--- src/rtl/bffa_pkg.sv ---
// Shared constants, codes and controller/datapath interface types of the allocator.
`default_nettype none
package bffa_pkg;

    // pool geometry
    localparam int NUM_CHUNKS   = 32768;
    localparam int CHUNK_BYTES  = 32;
    localparam int HEADER_BYTES = 16;

    localparam int CHUNK_W   = $clog2(NUM_CHUNKS);
    localparam int CSH       = $clog2(CHUNK_BYTES);
    localparam int LEN_W     = $clog2(NUM_CHUNKS) + 1;
    localparam int MAP_W     = 8;
    localparam int MAP_SH    = $clog2(MAP_W);
    localparam int MAP_DEPTH = NUM_CHUNKS / MAP_W;
    localparam int MAP_AW    = CHUNK_W - MAP_SH;

    // field widths
    localparam int ADDR_W = 32;
    localparam int REQ_W  = 21;
    localparam int FREE_W = 21;
    localparam int SIZE_W = REQ_W + 1;

    localparam logic [FREE_W-1:0] POOL_BYTES = FREE_W'(NUM_CHUNKS * CHUNK_BYTES);
    localparam logic [ADDR_W-1:0] POOL_SPAN  = ADDR_W'(NUM_CHUNKS * CHUNK_BYTES);
    localparam logic [ADDR_W-1:0] RESET_BASE = 32'h0030_0000;

    // request and status codes
    localparam logic       REQ_ALLOC  = 1'b0;
    localparam logic       REQ_FREE   = 1'b1;
    localparam logic [1:0] ST_OK      = 2'd0;
    localparam logic [1:0] ST_NOSPACE = 2'd1;
    localparam logic [1:0] ST_NORUN   = 2'd2;
    localparam logic [1:0] ST_BADFREE = 2'd3;

    typedef struct packed {
        logic       clr;
        logic       load;
        logic       scan_start;
        logic       scan;
        logic       mark_init;
        logic       mark_rd;
        logic       mark_wr;
        logic       fin;
        logic       commit;
        logic [1:0] fin_status;
    } t_cmd;

    typedef struct packed {
        logic clr_done;
        logic is_free;
        logic too_few;
        logic need_zero;
        logic found;
        logic nofit;
        logic addr_zero;
        logic addr_bad;
        logic len_zero;
        logic mark_last;
    } t_sts;

endpackage
`default_nettype wire

--- src/rtl/bffa_ctrl.sv ---
// Allocator controller: sequences clearing, checks, scan, marking and completion.
`default_nettype none
module bffa_ctrl import bffa_pkg::*; (
    input  wire logic i_clk,
    input  wire logic i_rst_n,
    input  wire logic i_start,
    input  wire t_sts i_sts,
    output t_cmd      o_cmd,
    output logic      o_busy
);

    localparam logic [3:0] S_CLR  = 4'd0;
    localparam logic [3:0] S_IDLE = 4'd1;
    localparam logic [3:0] S_ACHK = 4'd2;
    localparam logic [3:0] S_SCAN = 4'd3;
    localparam logic [3:0] S_FCHK = 4'd4;
    localparam logic [3:0] S_FLEN = 4'd5;
    localparam logic [3:0] S_MRD  = 4'd6;
    localparam logic [3:0] S_MWR  = 4'd7;

    logic [3:0] r_state;
    logic [3:0] n_state;

    // next state and commands
    always_comb begin
        n_state = r_state;
        o_cmd   = '0;
        case (r_state)
            S_CLR: begin
                o_cmd.clr = 1'b1;
                if (i_sts.clr_done) begin
                    n_state = S_IDLE;
                end
            end
            S_IDLE: begin
                if (i_start) begin
                    o_cmd.load = 1'b1;
                    n_state    = S_ACHK;
                end
            end
            S_ACHK: begin
                if (i_sts.is_free) begin
                    n_state = S_FCHK;
                end else if (i_sts.too_few) begin
                    o_cmd.fin        = 1'b1;
                    o_cmd.fin_status = ST_NOSPACE;
                    n_state          = S_IDLE;
                end else if (i_sts.need_zero) begin
                    o_cmd.fin        = 1'b1;
                    o_cmd.fin_status = ST_NORUN;
                    n_state          = S_IDLE;
                end else begin
                    o_cmd.scan_start = 1'b1;
                    n_state          = S_SCAN;
                end
            end
            S_SCAN: begin
                o_cmd.scan = 1'b1;
                if (i_sts.found) begin
                    o_cmd.mark_init = 1'b1;
                    n_state         = S_MRD;
                end else if (i_sts.nofit) begin
                    o_cmd.fin        = 1'b1;
                    o_cmd.fin_status = ST_NORUN;
                    n_state          = S_IDLE;
                end
            end
            S_FCHK: begin
                if (i_sts.addr_zero) begin
                    o_cmd.fin        = 1'b1;
                    o_cmd.fin_status = ST_OK;
                    n_state          = S_IDLE;
                end else if (i_sts.addr_bad) begin
                    o_cmd.fin        = 1'b1;
                    o_cmd.fin_status = ST_BADFREE;
                    n_state          = S_IDLE;
                end else begin
                    n_state = S_FLEN;
                end
            end
            S_FLEN: begin
                if (i_sts.len_zero) begin
                    o_cmd.fin        = 1'b1;
                    o_cmd.fin_status = ST_BADFREE;
                    n_state          = S_IDLE;
                end else begin
                    o_cmd.mark_init = 1'b1;
                    n_state         = S_MRD;
                end
            end
            S_MRD: begin
                o_cmd.mark_rd = 1'b1;
                n_state       = S_MWR;
            end
            S_MWR: begin
                o_cmd.mark_wr = 1'b1;
                if (i_sts.mark_last) begin
                    o_cmd.fin        = 1'b1;
                    o_cmd.commit     = 1'b1;
                    o_cmd.fin_status = ST_OK;
                    n_state          = S_IDLE;
                end else begin
                    n_state = S_MRD;
                end
            end
            default: begin
                n_state = S_CLR;
            end
        endcase
    end

    // hold state; reset enters the clearing sweep
    always_ff @(posedge i_clk) begin
        if (!i_rst_n) begin
            r_state <= S_CLR;
        end else begin
            r_state <= n_state;
        end
    end

    assign o_busy = r_state != S_IDLE;

endmodule
`default_nettype wire

--- config.mk ---
export PLATFORM = sky130hd
export DESIGN_NAME = bffa_ctrl
export DESIGN_NICKNAME = d
export VERILOG_FILES = /design/src/rtl/bffa_pkg.sv /design/src/rtl/bffa_ctrl.sv
export SDC_FILE = /design/constraint.sdc
export NUM_CORES = 1
export LEC_CHECK = 0
export ABC_AREA = 1
export BUFFER_PORTS_ARGS = -buffer_cell sky130_fd_sc_hd__buf_2
export CORE_MARGIN = 2
export CORE_UTILIZATION = 40
export CTS_CLUSTER_DIAMETER = 100
export CTS_CLUSTER_SIZE = 30
export DETAILED_ROUTE_END_ITERATION = 12
export HOLD_SLACK_MARGIN = 0.08
export PLACE_DENSITY = 0.78
export SLEW_MARGIN = 20
export SYNTH_ARGS = -nofsm -noshare
export SYNTH_HDL_FRONTEND = slang
export SYNTH_SLANG_ARGS = --single-unit
export TNS_END_PERCENT = 20
--- constraint.sdc ---
create_clock -name i_clk -period 1.3 [get_ports i_clk]
set_input_delay 0.065 -clock i_clk [delete_from_list [all_inputs] [get_ports i_clk]]
set_output_delay 0.065 -clock i_clk [all_outputs]
set_load 0.02 [all_outputs]
==> impl_metrics.yaml, run 1 <==
synth:
  yosys_register_bits: 3
  seq_area_frac_synth: 0.1091
  synth_fp_nets: 101
  post_synth.cell_area_avg_sq_um: 6.554
  syn_inst: 84
  synth.distinct_cells: 25
  ys_warn_count: 0
  synth_area_sq_um: 550.5
cts:
  cts_tree: "built"
  ctsRootBufferMaster: "clkbuf_4"
  clock_path_buffers: 2
  cts.clk_slew.worst_paths_ns: 0.04
  cts_sinks: 3
  clk_latency_ns: 0.24
  htreeDepth: 1
  numCtsBuffers: 3
placement:
  dpl_cell_area_sq_um: 749.5
  post-dp-hpwl_mm: 1.132
  gp_congestion: 0.8786
  io_buffers: 24
cells_and_area:
  diodes: 0
  fin_area_sq_um: 958.4
  top_regs: "r_state (3)"
  layout.nets: 145
  regMostFlops: "r_state"
  largest_reg_flops: 3
  syn_to_final_growth_pct: 74.09
  layout-drive-gt1-share: 0.5827
power:
  ir_drop_v: 0.0007085
  p_sw_uw: 522.2
  leakage_nw: 0.4994
  clock_power_share: 0.148
  p_comb_frac: 0.713
  swShare: 0.4595
  pwr_density_cell_nw_per_um2: 1186
  pwr-share-seq: 0.140
  p_int_uw: 614.2
floorplanning:
  start_util: 0.4231
  chipWidth_um: 41.10
  num_io_pins: 25
  rows: 13
  core_area_sq_um: 1301
  dieArea_sq_um: 1689
  die_height_um: 41.10
global_routing:
  grt_pass1_wl_mm: 2.111
  antenna_found_initial: 0
  grt_pass1_vias: 518
  grt_max_degree: 8
  grt_overflow: 0
  grt_usage: 0.1967
timing:
  fin_ws_ns: -0.1700
  final-hold-violation-count: 0
  fin_worst_skew_ns: 0.003396
  finalSetupTns_ns: -0.6809
  worst_pin_slew_ns: 0.2059
  rsz0062_at_grt: "yes"
  max_freq_mhz: 680.3
  finalMaxSlewViolations: 0
  post-route-period-util: 1.131
  setup_viol: 5
  layout_min_cycle_time_ns: 1.470
  slew_headroom: 0.8620
setup_path:
  crit_type: "flop to primary output"
  required_ns: 1.24
  worstPathMaxFanout: 6
  cp-end-kind: "primary output"
  r2r_cells: 8
  arrival_ns: 1.40
  start_kind: "flop"
run_status:
  status: "complete, but fails checks"
  violations: "setup timing"
drt:
  route.met3.wl_um: 96
  vias_per_cell: 4.796
  wl_met2_um: 826
  drt_iter0_markers: 24
  vias: 681
  drc_errors: 0
  wire_per_inst_um: 11.51
  antenna_left: 0
  wl_met1_um: 711
  highest_layer: "met3"
  routed_wl_mm: 1.634
  firstDrtPassIters: 4
worst_hold_path:
  hold_class: "input port to flop"
  whs_path_depth: 4
job:
  drv_cap: 0
cell type report:
type / instances / area, sq um
multi-input cells: 61 / 451.7
clock buffers: 4 / 26.28
repair buffers: 42 / 319.1
well taps: 15 / 18.77
inverters: 17 / 73.82
fillers: 99 / 342.8
flip-flops and latches: 3 / 68.82
cells in the mapped netlist (all sizes together):
cell type	n	area [sq um]
a31oi	2	12.51
ha	4	50.05
nor3	3	25.02
nand4	3	25.02
o21ai	2	10.00
o2111ai	1	8.760
inv	17	71.32
nand3	12	85.08
buf	3	33.78
nand2	12	50.05
nor3b	1	7.510
or2	1	6.260
dfxtp	3	60.06
a21oi	2	10.01
nor2	18	95.09
stage by stage:
step / utilization / worst slack (ns) / power [mW] / cells / hold slack (ns)
2_1_floorplan: - / -0.02975 / 0.5402 / 84 / 0.2155
3_3_place_gp: 0.5760 / -0.007435 / 0.7257 / 130 / 0.3217
3_5_place_dp: 0.5760 / -0.02482 / 0.7380 / 130 / 0.3123
4_1_cts: 0.7000 / -0.1686 / 1.066 / 140 / 0.1330
5_1_grt: 0.7365 / -0.2398 / 1.207 / 142 / 0.1609
6_report: 0.7365 / -0.1700 / 1.136 / 142 / 0.1447
placed cells by master (no fill, tap or decap), types with 3 or more instances in the layout:
master / n
clkbuf_4: 3
nor2_1: 12
nand2_1: 10
inv_1: 13
nand3_2: 6
buf_2: 18
buf_4: 13
buf_6: 9
ha_1: 4
nand3_1: 4
nor2_4: 4
cell families (layout without fill, tap and decap cells):
family                     count (synthesis)  after routing  synth area share
and+or+nand+nor                           50             50            0.5341
DFF                                        3              3            0.1091
AOI/OAI and AO/OA                          7              7           0.07498
buffers and inverters                     20             63            0.1909
adders and majority gates                  4              4           0.09091
critical path, stage by stage (launching register included):
cell	delay, ns
dfxtp_4	0.35
buf_6	0.14
nand2_4	0.07
nor2_4	0.14
nand3_2	0.11
a31oi_2	0.20
buf_4	0.16
power by group through the flow:
stage	Sequential, mW	Combinational, mW	Clock (mW)
CTS	0.154	0.738	0.174
detailed placement	0.154	0.584	0
floorplan	0.132	0.408	0
global placement	0.151	0.574	0
finish	0.159	0.810	0.168
global route	0.162	0.863	0.183
path summary, 6_finish.rpt:
check	from	end	slack [ns]
max	r_state[1]	o_cmd[1]	-0.17
min	i_sts[5]	r_state[1]	0.14
max reg2reg	r_state[1]	r_state[1]	0.01
min reg2reg	r_state[2]	r_state[1]	0.77
timing repair:
action | 4_1_cts | 5_1_grt
endpoints found under the hold margin | 1 | 0
resized for setup | 25 | 8
setup endpoints to repair | 10 | 8
hold buffers | 1 | 0
pin swaps | 4 | 6
buffers inserted | 5 | 2
routing by layer:
metal	GRT usage	vias to the layer above
li1	-	352
met1	0.2372	307
met2	0.3438	22
met3	0.08152	0
met4	0	0
met5	0	-
No activity file was read; power rests on OpenSTA's default activity.
==> run 2, diff against run 1 <==
- CELL_PAD_IN_SITES_DETAIL_PLACEMENT: default -> 1
- CELL_PAD_IN_SITES_GLOBAL_PLACEMENT: default -> 2
- CORE_UTILIZATION: 40 -> 22
- PLACE_DENSITY: 0.78 -> 0.8
- clock period: 1.3 -> 1.5 ns (I/O delays scaled with it)
==> run 2 against run 1 <==
Against the previous run:
- via count fell by 2.3%
- combinational power fell by 27%
- flip-flop and latch count did not move
- the run still ends with setup timing left
- cell count rose by 5.6%
- clock skew barely moved
- critical path depth fell by 1
- first-iteration DRC count fell by 88%
- utilization fell by 38 points
- clock power fell by 11%
- setup slack improved by 0.17 ns
- critical path type unchanged
- critical endpoint unchanged
- hold slack got worse by 0.063 ns
- non-clock buffer count fell by 7
==> impl_metrics.yaml, run 2 (synthesized netlist as in run 1, its figures left out) <==
run_status:
  status: "complete, but fails checks"
  violations: "setup timing"
setup_path:
  cp-end-kind: "primary output"
  cpMaxStageDelayCell: "dfxtp_2"
  start_kind: "flop"
  crit_chain: "buf_6 > nor3_4 > a31oi_4 > a31oi_1 > buf_2"
  path_delay_family: "flip-flops"
  arrival_ns: 1.43
  critPathMaxStageDelay_ns: 0.32
  r2r-end: "r_state[1]"
  crit_buf_inv: 2
  worstPathMaxFanout: 5
  reg2reg_from: "r_state[0]"
  crit_type: "flop to primary output"
  rrSetupSlack_ns: 0.17
  r2r_cells: 9
  required_ns: 1.42
drt:
  antenna_left: 0
  vias: 665
  drt_iter0_markers: 3
  routed_wl_mm: 1.775
  drc_errors: 0
  wire_per_inst_um: 11.83
  vias_per_cell: 4.433
  firstDrtPassIters: 3
cells_and_area:
  regMostFlops: "r_state"
  layout.nets: 138
  final_cell_mix: "buf_2, inv_1, nor2_1, nand2_1, buf_4"
  layout-drive-gt1-share: 0.5583
  largest_reg_flops: 3
  top_regs: "r_state (3)"
  postLayoutCoreUtil: 0.3555
  final_common_cell: "buf_2"
  diodes: 0
  syn_to_final_growth_pct: 57.05
worst_hold_path:
  min_from: "i_rst_n"
  hold_end: "r_state[2]"
  whs_path_depth: 3
  hold_class: "input port to flop"
placement:
  gp_congestion: 0.8460
  io_buffers: 24
  post-dp-hpwl_mm: 1.399
cts:
  cts_tree: "built"
  numCtsBuffers: 3
  cts_sinks: 3
  clock_path_buffers: 2
  cts.clk_slew.worst_paths_ns: 0.04
  htreeDepth: 1
  clk_latency_ns: 0.24
  ctsHoldBuffers: 0
  ctsRootBufferMaster: "clkbuf_4"
floorplanning:
  core_area_sq_um: 2432
  rows: 18
  chipWidth_um: 54.03
  die_height_um: 54.03
  start_util: 0.2263
  num_io_pins: 25
  dieArea_sq_um: 2919
timing:
  fin_ws_ns: -0.002238
  setup_viol: 1
  worst_pin_slew_ns: 0.2418
  layout_min_cycle_time_ns: 1.502
  slew_headroom: 0.8383
  fin_worst_skew_ns: 0.003581
  max_freq_mhz: 665.7
  rsz0062_at_grt: "yes"
  post-route-period-util: 1.001
  finalMaxSlewViolations: 0
  final-hold-violation-count: 0
global_routing:
  grt_pass1_wl_mm: 2.842
  grt_max_degree: 10
  grt_pass1_vias: 686
  grt_overflow: 0
  grt_usage: 0.1350
  antenna_found_initial: 0
power:
  pwr_density_cell_nw_per_um2: 1023
  leakage_nw: 0.4558
  ir_drop_v: 0.0004346
  power_uw: 884.7
job:
  drv_cap: 0
-- run 2: how the worst max path moves through the flow --
stage,startpoint,depth (start not counted),to
after floorplan,r_state[1],5,o_cmd[1]
after global placement,r_state[2],7,o_cmd[0]
after detailed placement,r_state[2],7,o_cmd[0]
after CTS,r_state[0],7,o_cmd[0]
after global routing,r_state[0],7,o_cmd[0]
final,r_state[1],5,o_cmd[1]
-- run 2: routing by layer --
metal  up-vias  GRT usage  share of wire
li1        341          -              -
met1       304     0.1447           0.41
met2        16     0.2663           0.53
met3         4   0.005556          0.035
met4         0    0.06250          0.020
met5         -          0              0
-- run 2: where the power goes --
group | total, mW | internal (mW) | switching, mW
clock | 0.149 | 0.100 | 0.0492
combinational | 0.595 | 0.267 | 0.328
sequential | 0.141 | 0.107 | 0.0335
total | 0.885 | 0.474 | 0.411
-- run 2: metrics by stage --
stage	std cells	instance area, sq um	setup slack (ns)	hold slack, ns	TNS (ns)
after detailed placement	140	711.9	0.04399	0.3373	0
after global placement	140	711.9	0.1005	0.3376	0
after CTS	150	844.6	-0.01698	0.08190	-0.02786
after global routing	150	864.6	-0.05757	0.1166	-0.1312
final	150	864.6	-0.002238	0.08120	-0.002238
after floorplan	84	550.5	0.1442	0.2255	0
-- run 2: cell type report --
class | count | area, sq um
inverter | 17 | 71.32
fill | 314 | 1568
clock buffer | 4 | 26.28
tap | 30 | 37.54
sequential | 3 | 68.82
multi-input combinational | 61 | 444.2
timing repair buffer | 35 | 216.5
-- run 2: timing repair --
| action | CTS | global route |
|---|---|---|
| buffers inserted | 5 | 0 |
| resized for setup | 18 | 5 |
| endpoints found under the hold margin | 0 | 0 |
| cloned | 1 | 0 |
| endpoints found under the setup margin | 4 | 3 |
| pin swaps | 6 | 3 |
-- run 2: tightest hold or removal path, stage by stage --
cell and delay, ns:
buf_2 0.08, inv_1 0.05, nor2_1 0.09
==> run 3, diff against run 2 <==
- ABC_AREA: 1 -> 0
- PLACE_DENSITY: 0.8 -> 0.81
==> run 3 against run 2 <==
Against the previous run:
- the flow still finishes with violations (setup timing)
- synthesized cell count shrank 20%
- critical path depth is 2 higher
- global-route usage rose by 1.0 points
- count of clock-buffer cells in the layout did not move
- clock skew down 0.0028 ns
- sequential share of layout area hardly changed
- design area fell by 3.3%
- non-clock buffer count rose by 5
- power fell by 31%
- register-to-register slack worse by 0.16 ns
- critical path type unchanged
- critical endpoint is now o_cmd[3]
- highest routed layer is now met3
==> impl_metrics.yaml, run 3 <==
run_status:
  status: "complete, but fails checks"
  violations: "setup timing"
timing:
  slew_headroom: 0.8078
  fin_worst_skew_ns: 0.0007888
  setup_viol: 4
  rsz0062_at_grt: "yes"
  max_freq_mhz: 615.4
  final-hold-violation-count: 0
  finalSetupTns_ns: -0.2824
  worst_pin_slew_ns: 0.2845
  whs_ns: 0.1378
  layout_min_cycle_time_ns: 1.625
  post-route-period-util: 1.083
  fin_ws_ns: -0.1248
  finalMaxSlewViolations: 0
cells_and_area:
  top_regs: "r_state (3)"
  fin_cells: 133
  regMostFlops: "r_state"
  final_cell_mix: "buf_2, buf_4, nor2_1, nand2_1"
  syn_to_final_growth_pct: 73.06
  final_common_cell: "buf_2"
  layout.nets: 124
  postLayoutCoreUtil: 0.4134
  layout-drive-gt1-share: 0.5283
  diodes: 0
  largest_reg_flops: 3
  fillers: 260
cts:
  clk_latency_ns: 0.23
  ctsHoldBuffers: 0
  cts.clk_slew.worst_paths_ns: 0.04
  cts_sinks: 3
  cts_tree: "built"
  clock_path_buffers: 2
  numCtsBuffers: 3
  ctsRootBufferMaster: "clkbuf_4"
  htreeDepth: 1
job:
  drv_cap: 0
synth:
  synthTopCellsByArea: "dfxtp_1, ha_1, nor2_1"
  synth_top_cells_by_count: "nor2_1, nand2_1, inv_1"
  synth_area_sq_um: 483.0
  synth-edff-count: 0
  synth.distinct_cells: 36
  ys_warn_count: 0
  synth_top_area_share: 0.1244
  yosysMostFrequentCell: "nor2_1"
  post_synth.cell_area_avg_sq_um: 7.208
  yosys_register_bits: 3
  yosysTopAreaCell: "dfxtp_1"
  ys.flop_type: "dfxtp_1"
  synth_fp_nets: 84
  seq_area_frac_synth: 0.1244
  syn_inst: 67
  async_reset_ff_frac: 0
global_routing:
  grt_overflow: 0
  grt_pass1_wl_mm: 2.842
  antenna_found_initial: 0
  grt_pass1_vias: 636
  grt_usage: 0.1450
  grt_max_degree: 12
drt:
  drt_iter0_markers: 3
  routed_wl_mm: 1.664
  drc_errors: 0
  vias: 638
  vias_per_cell: 4.797
  antenna_left: 0
  wire_per_inst_um: 12.51
  firstDrtPassIters: 4
power:
  pwr-share-seq: 0.181
  power_uw: 610.4
  ir_drop_v: 0.0003383
  leakage_nw: 0.3927
  p_sw_uw: 252.7
  clock_power_share: 0.232
  swShare: 0.4140
  p_comb_frac: 0.587
  pwr_density_cell_nw_per_um2: 730.3
  p_int_uw: 357.7
placement:
  post-dp-hpwl_mm: 1.353
  io_buffers: 24
  gp_congestion: 0.8142
  placed_cells: 123
setup_path:
  cpMaxStageDelayCell: "dfxtp_4"
  cp-end-kind: "primary output"
  crit_chain: "buf_8 > nand3b_1 > nor3b_2 > buf_4 > a31oi_1 > o311ai_1 > buf_2"
  start_kind: "flop"
  worstPathMaxFanout: 5
  rrSetupSlack_ns: 0.01
  critPathMaxStageDelay_ns: 0.35
  required_ns: 1.42
  crit_type: "flop to primary output"
  r2r_cells: 6
  arrival_ns: 1.55
floorplanning:
  dieArea_sq_um: 2586
  rows: 16
  num_io_pins: 25
  chipWidth_um: 50.86
  core_area_sq_um: 2022
  die_height_um: 50.86
  start_util: 0.2389
worst_hold_path:
  whs_path_depth: 3
  hold_class: "input port to flop"
==> run 3: cell count changes in the layout (fill, tap and decap cells not counted), moves of 4 or more <==
cell	change
buf_2	-4
nand2_1	-4
nand3_1	-5
nor2_4	-4
inv_1	-9
nor2_1	-4
buf_4	+7
nand3_2	-5
==> run 3: routing by layer <==
layer  vias up  wire length, um  global-route usage
met5         -                0                   0
met4         0                0             0.05405
met3         0               66             0.02339
met2        15              810              0.2390
met1       296              786              0.1896
li1        327                -                   -
==> run 3: path summary, 6_finish.rpt <==
path | startpoint | to
hold / removal | i_rst_n | r_state[0]
setup reg to reg | r_state[2] | r_state[1]
setup / recovery | r_state[2] | o_cmd[3]
hold reg to reg | r_state[0] | r_state[0]
==> run 3: area by class of cell <==
class | instances | area, sq um | share of cell area
Inverter | 5 | 18.77 | 0.02246
Clock buffer | 4 | 26.28 | 0.03144
Multi-Input combinational cell | 54 | 415.4 | 0.4970
Tap cell | 27 | 33.78 | 0.04042
Timing Repair Buffer | 40 | 275.3 | 0.3293
Sequential cell | 3 | 66.31 | 0.07934
==> run 3: worst max-delay path: cells and delay by family, from the launching register on <==
kind	cells	cell delay, ns
buffers and inverters	3	0.47
flip-flops	1	0.35
AO/OA/AOI/OAI	2	0.12
AND/OR/NAND/NOR	2	0.37
==> run 3: logic make-up (layout without fill, tap and decap cells) <==
group,Yosys count,after routing,share of synthesized area
buf+inv,10,49,0.09069
flops,3,3,0.1244
compound gates,18,18,0.2643
mux,2,2,0.04404
simple gates,30,30,0.3731
fa+ha+maj,4,4,0.1036
==> run 3: power groups by stage <==
stage               combinational (mW)  sequential (mW)  clock, mW
floorplan                        0.201            0.100          0
detailed placement               0.322            0.109          0
CTS                              0.337            0.112      0.152
global route                     0.392            0.112      0.162
global placement                 0.318            0.108          0
finish                           0.358            0.110      0.142
==> run 3: per-stage QoR <==
stage	instance area [sq um]	worst slack (ns)
after floorplan	483.0	-0.009331
after global placement	686.9	0.05108
after detailed placement	686.9	-0.003354
after CTS	759.5	-0.1309
after global routing	835.8	-0.2257
final	835.8	-0.1248
==> run 3: what timing repair did <==
item | in CTS | in global routing
setup endpoints to repair | 6 | 10
cloned | 0 | 0
pin swaps | 2 | 2
setup buffers | 1 | 5
gates resized for setup | 12 | 12
